$ cat src/sv/dnp_pkg.sv
`timescale 1ns / 1ps
// ----------------------------------------------------------------------------
// dnp_pkg: shared definitions for the decimal number parser
// Character codes, field widths and the result record passed from the
// accumulator to the output register.
// ----------------------------------------------------------------------------
package dnp_pkg;

	// default number of digits kept in the mantissa
	localparam int MAX_DIGITS_DEF = 8;

	// field widths
	localparam int CHAR_W    = 8;
	localparam int MANT_W    = 27;
	localparam int EXP_W     = 8;
	localparam int COUNT_W   = 8;
	localparam int DIGIT_W   = 4;
	localparam int M_TDATA_W = 48;  // negative, mantissa, exponent, length, zero fill

	// character codes
	localparam logic [CHAR_W-1:0] CHAR_MINUS = 8'h2D;
	localparam logic [CHAR_W-1:0] CHAR_PLUS  = 8'h2B;
	localparam logic [CHAR_W-1:0] CHAR_POINT = 8'h2E;
	localparam logic [CHAR_W-1:0] CHAR_ZERO  = 8'h30;
	localparam logic [CHAR_W-1:0] CHAR_NINE  = 8'h39;

	// saturation limits
	localparam logic signed [EXP_W-1:0] EXP_MAX   = 8'sh7F;
	localparam logic signed [EXP_W-1:0] EXP_MIN   = 8'sh80;
	localparam logic [COUNT_W-1:0]      COUNT_MAX = 8'hFF;

	// one parsed number
	typedef struct packed {
		logic                    valid_res;
		logic                    negative;
		logic [MANT_W-1:0]       mantissa;
		logic signed [EXP_W-1:0] exponent;
		logic [COUNT_W-1:0]      consumed_length;
	} result_t;

endpackage

$ cat src/sv/decimal_number_parser.sv
`timescale 1ns / 1ps
// ----------------------------------------------------------------------------
// decimal_number_parser: character stream to decimal mantissa and exponent
// Parses an optional sign, digits and one point per number; emits one
// result on the terminating character.
// ----------------------------------------------------------------------------
// Channel  Dir  Contents
// s_*      in   s_tdata: char_in[7:0]; s_tuser: first
// m_*      out  m_tdata: negative, mantissa[26:0], exponent[7:0],
//                        consumed_length[7:0], zero fill; m_tuser: valid_res
//
// One character is accepted every cycle while s_tready is high. A character
// waits in the input register until the accumulator steps on it; a result
// shows on m_* the cycle after that. Reset clears the number state and both
// valid flags. When the result register is full and m_tready is low, the input
// register holds and s_tready drops once it is occupied.
// ----------------------------------------------------------------------------
module decimal_number_parser #(
	parameter int MAX_DIGITS = dnp_pkg::MAX_DIGITS_DEF
) (
	input  logic                          clk,
	input  logic                          arst_n,
	input  logic                          s_tvalid,
	output logic                          s_tready,
	input  logic [dnp_pkg::CHAR_W-1:0]    s_tdata,   // char_in
	input  logic                          s_tuser,   // first
	output logic                          m_tvalid,
	input  logic                          m_tready,
	output logic [dnp_pkg::M_TDATA_W-1:0] m_tdata,   // negative, mantissa, exponent,
	                                                 // consumed_length, zero fill
	output logic                          m_tuser    // valid_res
);

	logic                         valid_s1;
	logic                         first_s1;
	logic [dnp_pkg::CHAR_W-1:0]   char_s1;
	logic                         advance;
	logic                         emit;
	dnp_pkg::result_t             res;
	logic                         m_valid_q;
	dnp_pkg::result_t             res_q;

	// step when the result register can take a transaction
	assign advance  = valid_s1 && (!m_valid_q || m_tready);
	assign s_tready = !valid_s1 || advance;

	// input register
	always_ff @(posedge clk or negedge arst_n) begin
		if (!arst_n) begin
			valid_s1 <= 1'b0;
		end else if (s_tready) begin
			valid_s1 <= s_tvalid;
		end
	end

	always_ff @(posedge clk) begin
		if (s_tready && s_tvalid) begin
			first_s1 <= s_tuser;
			char_s1 <= s_tdata;
		end
	end

	dnp_accum #(
		.MAX_DIGITS(MAX_DIGITS)
	) u_accum (
		.clk(clk),
		.arst_n(arst_n),
		.step_en(advance),
		.first(first_s1),
		.char_in(char_s1),
		.emit(emit),
		.res(res)
	);

	// result register
	always_ff @(posedge clk or negedge arst_n) begin
		if (!arst_n) begin
			m_valid_q <= 1'b0;
		end else if (advance && emit) begin
			m_valid_q <= 1'b1;
		end else if (m_tready) begin
			m_valid_q <= 1'b0;
		end
	end

	always_ff @(posedge clk) begin
		if (advance && emit) begin
			res_q <= res;
		end
	end

	// drive the output channel
	assign m_tvalid = m_valid_q;
	assign m_tuser  = res_q.valid_res;
	assign m_tdata  = {4'b0000, res_q.consumed_length, res_q.exponent,
		res_q.mantissa, res_q.negative};

	// a failed parse carries an all-zero payload
	assert property (@(posedge clk) disable iff (!arst_n)
		(m_valid_q && !res_q.valid_res) |-> (m_tdata == '0))
		else $error("failed parse with nonzero payload");

	// exponent never drops below minus the kept digit count
	assert property (@(posedge clk) disable iff (!arst_n)
		(m_valid_q && res_q.valid_res) |->
		($signed(res_q.exponent) >= -MAX_DIGITS))
		else $error("exponent below kept digit range");

	// a character waiting in the input register is kept until stepped
	assert property (@(posedge clk) disable iff (!arst_n)
		(valid_s1 && !advance) |=> (valid_s1 && $stable(char_s1) && $stable(first_s1)))
		else $error("pending character lost");

endmodule

$ cat src/sv/dnp_accum.sv
`timescale 1ns / 1ps
// ----------------------------------------------------------------------------
// dnp_accum: per-character number accumulator
// Holds the state of the number in progress and advances it by one
// character when step_en is high; flags a result when a terminator arrives.
// ----------------------------------------------------------------------------
module dnp_accum #(
	parameter int MAX_DIGITS = dnp_pkg::MAX_DIGITS_DEF
) (
	input  logic                        clk,
	input  logic                        arst_n,
	input  logic                        step_en,
	input  logic                        first,
	input  logic [dnp_pkg::CHAR_W-1:0]  char_in,
	output logic                        emit,
	output dnp_pkg::result_t            res
);

	// digit count saturates one above the kept digits
	localparam int DCW = $clog2(MAX_DIGITS + 2);
	localparam logic [DCW-1:0] DC_LIMIT = DCW'(MAX_DIGITS);

	logic                                busy_q, busy_d;
	logic                                minus_q, minus_d;
	logic                                point_q, point_d;
	logic [dnp_pkg::MANT_W-1:0]          acc_q, acc_d;
	logic [DCW-1:0]                      dc_q, dc_d;
	logic signed [dnp_pkg::EXP_W-1:0]    pow_q, pow_d;
	logic [dnp_pkg::COUNT_W-1:0]         cnt_q, cnt_d;

	logic                                is_digit, is_sign, is_point;
	logic [dnp_pkg::MANT_W-1:0]          digit_ext;
	logic [DCW-1:0]                      dc_inc;
	logic                                ok;

	// classify the character
	assign is_digit  = (char_in >= dnp_pkg::CHAR_ZERO) && (char_in <= dnp_pkg::CHAR_NINE);
	assign is_sign   = (char_in == dnp_pkg::CHAR_MINUS) || (char_in == dnp_pkg::CHAR_PLUS);
	assign is_point  = (char_in == dnp_pkg::CHAR_POINT);
	assign digit_ext = dnp_pkg::MANT_W'(char_in[dnp_pkg::DIGIT_W-1:0]);

	// next state and result for one character
	always_comb begin
		busy_d = busy_q;
		minus_d = minus_q;
		point_d = point_q;
		acc_d = acc_q;
		dc_d = dc_q;
		pow_d = pow_q;
		cnt_d = cnt_q;
		emit = 1'b0;
		ok = 1'b0;
		dc_inc = '0;
		res = '0;
		if (first) begin
			busy_d = 1'b1;
			minus_d = 1'b0;
			point_d = 1'b0;
			acc_d = '0;
			dc_d = '0;
			pow_d = '0;
			cnt_d = '0;
		end
		if (first && is_sign) begin
			// sign only on the opening character
			minus_d = (char_in == dnp_pkg::CHAR_MINUS);
			cnt_d = dnp_pkg::COUNT_W'(1);
		end else if (busy_d) begin
			if (is_digit) begin
				dc_inc = (dc_d <= DC_LIMIT) ? dc_d + DCW'(1) : dc_d;
				if (dc_inc <= DC_LIMIT) begin
					if (point_d && (pow_d != dnp_pkg::EXP_MIN)) begin
						pow_d = pow_d - 8'sd1;
					end
					acc_d = (acc_d << 3) + (acc_d << 1) + digit_ext;
				end else if (!point_d && (pow_d != dnp_pkg::EXP_MAX)) begin
					pow_d = pow_d + 8'sd1;
				end
				dc_d = dc_inc;
				if (cnt_d != dnp_pkg::COUNT_MAX) begin
					cnt_d = cnt_d + dnp_pkg::COUNT_W'(1);
				end
			end else if (is_point && !point_d) begin
				point_d = 1'b1;
				if (cnt_d != dnp_pkg::COUNT_MAX) begin
					cnt_d = cnt_d + dnp_pkg::COUNT_W'(1);
				end
			end else begin
				// terminator: report and drop the number
				emit = 1'b1;
				ok = (dc_d != '0);
				res.valid_res = ok;
				res.negative = ok && minus_d;
				res.mantissa = ok ? acc_d : '0;
				res.exponent = ok ? pow_d : '0;
				res.consumed_length = ok ? cnt_d : '0;
				busy_d = 1'b0;
				minus_d = 1'b0;
				point_d = 1'b0;
				acc_d = '0;
				dc_d = '0;
				pow_d = '0;
				cnt_d = '0;
			end
		end
	end

	// number state
	always_ff @(posedge clk or negedge arst_n) begin
		if (!arst_n) begin
			busy_q <= 1'b0;
			minus_q <= 1'b0;
			point_q <= 1'b0;
			acc_q <= '0;
			dc_q <= '0;
			pow_q <= '0;
			cnt_q <= '0;
		end else if (step_en) begin
			busy_q <= busy_d;
			minus_q <= minus_d;
			point_q <= point_d;
			acc_q <= acc_d;
			dc_q <= dc_d;
			pow_q <= pow_d;
			cnt_q <= cnt_d;
		end
	end

endmodule
$ cat config.mk
export PLATFORM = sky130hd
export DESIGN_NAME = decimal_number_parser
export DESIGN_NICKNAME = d
export VERILOG_FILES = /design/src/sv/dnp_pkg.sv /design/src/sv/decimal_number_parser.sv /design/src/sv/dnp_accum.sv
export SDC_FILE = /design/constraint.sdc
export NUM_CORES = 1
export LEC_CHECK = 0
export BUFFER_PORTS_ARGS = -buffer_cell sky130_fd_sc_hd__buf_2
export CAP_MARGIN = 20
export CORE_UTILIZATION = 30
export CTS_CLUSTER_DIAMETER = 150
export DETAILED_ROUTE_END_ITERATION = 10
export GPL_TIMING_DRIVEN = 0
export RECOVER_POWER = 25
export SLEW_MARGIN = 25
export SYNTH_ARGS = -nofsm -noshare
export SYNTH_HDL_FRONTEND = slang
export SYNTH_SLANG_ARGS = --single-unit
$ cat constraint.sdc
create_clock -name clk -period 5.24 [get_ports clk]
set_input_delay 0 -clock clk [delete_from_list [all_inputs] [get_ports clk]]
set_output_delay 0 -clock clk [all_outputs]
set_load 0.005 [all_outputs]
==> impl_metrics.toml <==
[status]
status = "complete, but fails checks"
violations = "capacitance limit, slew limit"

[finish]
stdcell_area_um2 = 7810
diodes = 0
layout-drive-gt1-share = 0.154
nNetsFinal = 838
synthToLayoutAreaGrowth_pct = 16.7
final_core_util = 0.358
fill_cells = 2194

[power_and_ir_drop]
total_power_w = 0.00201
vdd_drop_max_uv = 125
power_density_nw_per_um2 = 258
leakagePower_nw = 3.44

[timing]
setup_violations = 0
worst_slew_pin_slew_ns = 3.10
clock.fmax_mhz = 210
setup_ws_ns = 0.467
fin_crit_sh = 0.911
rsz0062_at_grt = "no"
fin_crit_ns = 4.77
slew_violations = 53
skew_ns = 0.00951
finalHoldViolCount = 0
setup_tns_ns = 0
max_slew_margin = -1.07

[floorplan]
io_pins = 64
die_area_um2 = 22900
dieWidth_um = 151
initial_core_util = 0.307
die_y_um = 151
core_um2 = 21800
row_count = 54

[setup_path]
cp_slowest_cell = "edfxtp_1"
path_cells = "buf_2 > buf_1 > clkbuf_1 > nor2b_1 > ha_1 > ha_1 > fa_1 > a21o_1 > a21oi_1 > o211ai_2 > a211oi_1 > o21ai_1 > a211oi_1 > a2bb2oi_1"
crit_buf_inv = 3
critPathTopFamily = "compound AO/OA/AOI/OAI gates"
cp_data_arrival_time_ns = 5.06
crit_cells = 14
end_kind = "flop"
path_class = "reg -> reg"
reg2reg_to = "u_accum.acc_q[26]"
reg2reg_depth = 14
r2r_slack_ns = 0.47
critPathMaxFanout = 10
slowest_delay_ns = 0.58
startpoint_type = "flop"
timing.rr.start = "first_s1"
crit_required_ns = 5.52

[placement]
place_area_um2 = 7370
dp_slack_ns = 0.547
portBuffers = 59
dp_hpwl_um = 12800
gp_congestion = 0.884

[min_path]
holdCritStartpoint = "m_tready"
hold_end = "m_tvalid"
whs_path_depth = 3
hp-class = "in -> reg"

[logic_synthesis]
synth_most_common_cell = "nand2_1"
ys_seq_area_frac = 0.437
synth-async-reset-ratio = 0.491
synth_top_family_by_area = "simple AND/OR/NAND/NOR gates"
synthFlopType = "edfxtp_1"
yosysTopAreaCell = "edfxtp_1"
synth-adder-area-share = 0.106
ys_types = 83
ys_ff_latch = 106
syn-cell-area_um2 = 6690
ys_warn_count = 0
avgSynthCellArea_um2 = 9.80
netlist.area_leader.share = 0.242
synthCells = 683
synthXorXnorAreaFrac = 0.0236
synth_enable_flop_cells = 54
synth_area_leaders = "edfxtp_1 24%, dfrtp_1 19%, ha_1 10%"
synth_common_cells = "64 x nand2_1, 57 x a21oi_1, 55 x ha_1"
synth.area.mux_share = 0.00598
yosys.area_share.simple = 0.212
synth_compound_area_frac = 0.181

[cts]
clock_sink_count = 106
cts_root_buf = "clkbuf_16"
cts_tree = "built"
htreeDepth = 3
clock_path_buffers = 2
cts.clk_slew.worst_paths_ns = 0.08
clk_latency_ns = 0.36
postCtsResizedCells = 0
cts_made_buffers = 9
cts_setup_buffers = 0
cts_hold_buf = 12

[drt]
postRouteWirelength_um = 17100
ant_nets = 0
vias = 5443
viasPerCell = 5.16
drc = 0
wire_per_inst_um = 16.2
first_pass_iters = 5
drt_iter0_markers = 339

[flow_run]
max-cap-violations = 1

[global_route]
overflow = 0
antenna_found_initial = 0
grt_pass1_vias = 5167
grt_usage = 0.157
grt_pass1_wl_um = 27600
grt_start_max_net_pins = 53
cell usage in the layout, fill, tap and decap left out, types with 19 or more instances in the layout:
| cell | synthesis | final |
|---|---|---|
| nor2b_1 | 31 | 31 |
| inv_1 | 20 | 19 |
| and2_1 | 38 | 38 |
| o21ai_0 | 49 | 49 |
| a21oi_1 | 57 | 57 |
| nand2_1 | 64 | 64 |
| edfxtp_1 | 54 | 54 |
| nor2_1 | 32 | 32 |
| dfrtp_1 | 52 | 52 |
| ha_1 | 55 | 55 |
| buf_2 | 6 | 63 |
metrics by stage:
stage / hold WS [ns] / instances
2_1_floorplan: -0.296 / 686
3_3_place_gp: 0.179 / 1025
3_5_place_dp: 0.114 / 1026
4_1_cts: 0.0470 / 1054
5_1_grt: 0.0881 / 1054
6_report: 0.0472 / 1054
registers in the layout, indices dropped and copies added, names as in the netlist:
| register | cells |
|---|---|
| u_accum.point_q | 1 |
| char_s1 | 8 |
| u_accum.pow_q | 8 |
| u_accum.cnt_q | 8 |
| first_s1 | 1 |
| valid_s1 | 1 |
| m_tdata | 44 |
| u_accum.busy_q | 1 |
| m_tvalid | 1 |
| u_accum.dc_q | 4 |
| u_accum.acc_q | 27 |
| m_tuser | 1 |
| u_accum.minus_q | 1 |
per-layer routing:
layer / vias to the layer above / track usage / part of all wire
li1: 2661 / - / -
met1: 2604 / 0.227 / 0.49
met2: 161 / 0.238 / 0.44
met3: 17 / 0.0235 / 0.058
met4: 0 / 0.0460 / 0.013
met5: - / 0 / 0
cells by family (layout without fill, tap and decap cells):
| group | Yosys count | after routing |
|---|---|---|
| XOR/XNOR | 18 | 18 |
| flip-flops | 106 | 106 |
| AND/OR/NAND/NOR | 260 | 260 |
| other | 1 | 4 |
| multiplexers | 4 | 4 |
| buffers and inverters | 51 | 139 |
| adder cells (fa/ha/maj) | 56 | 56 |
| AO/OA/AOI/OAI | 187 | 187 |
worst reg2reg max path: cells and delay by family, from the launching register on:
kind | cells | cell delay [ns]
AOI/OAI and AO/OA | 7 | 1.66
adders and majority gates | 3 | 0.96
buffers and inverters | 3 | 1.35
DFF | 1 | 0.58
and+or+nand+nor | 1 | 0.15
worst max-delay path by stage:
stage,start,endpoint,slack [ns]
finish,first_s1,u_accum.acc_q[26],0.47
global route,first_s1,u_accum.acc_q[26],0.23
CTS,first_s1,u_accum.acc_q[26],0.49
detailed placement,first_s1,u_accum.acc_q[26],0.55
global placement,first_s1,u_accum.acc_q[26],0.56
floorplan,first_s1,u_accum.acc_q[26],1.60
report_power, final:
part	leakage, nW	internal (W)	switching (W)
sequential	1.24	0.000935	0.0000354
combinational	2.04	0.0000991	0.000199
clock	0.154	0.000407	0.000335
cell type report:
type,count,area [um2],share of cell area
multi-input combinational,529,3550,0.455
sequential,106,2920,0.374
timing repair buffer,72,433,0.0554
tap,280,350,0.0449
clock buffer,11,254,0.0325
buffer,28,143,0.0183
inverter,23,86.3,0.0111
clock inverter,5,66.3,0.00849
Power figures use the tool's default switching activity.
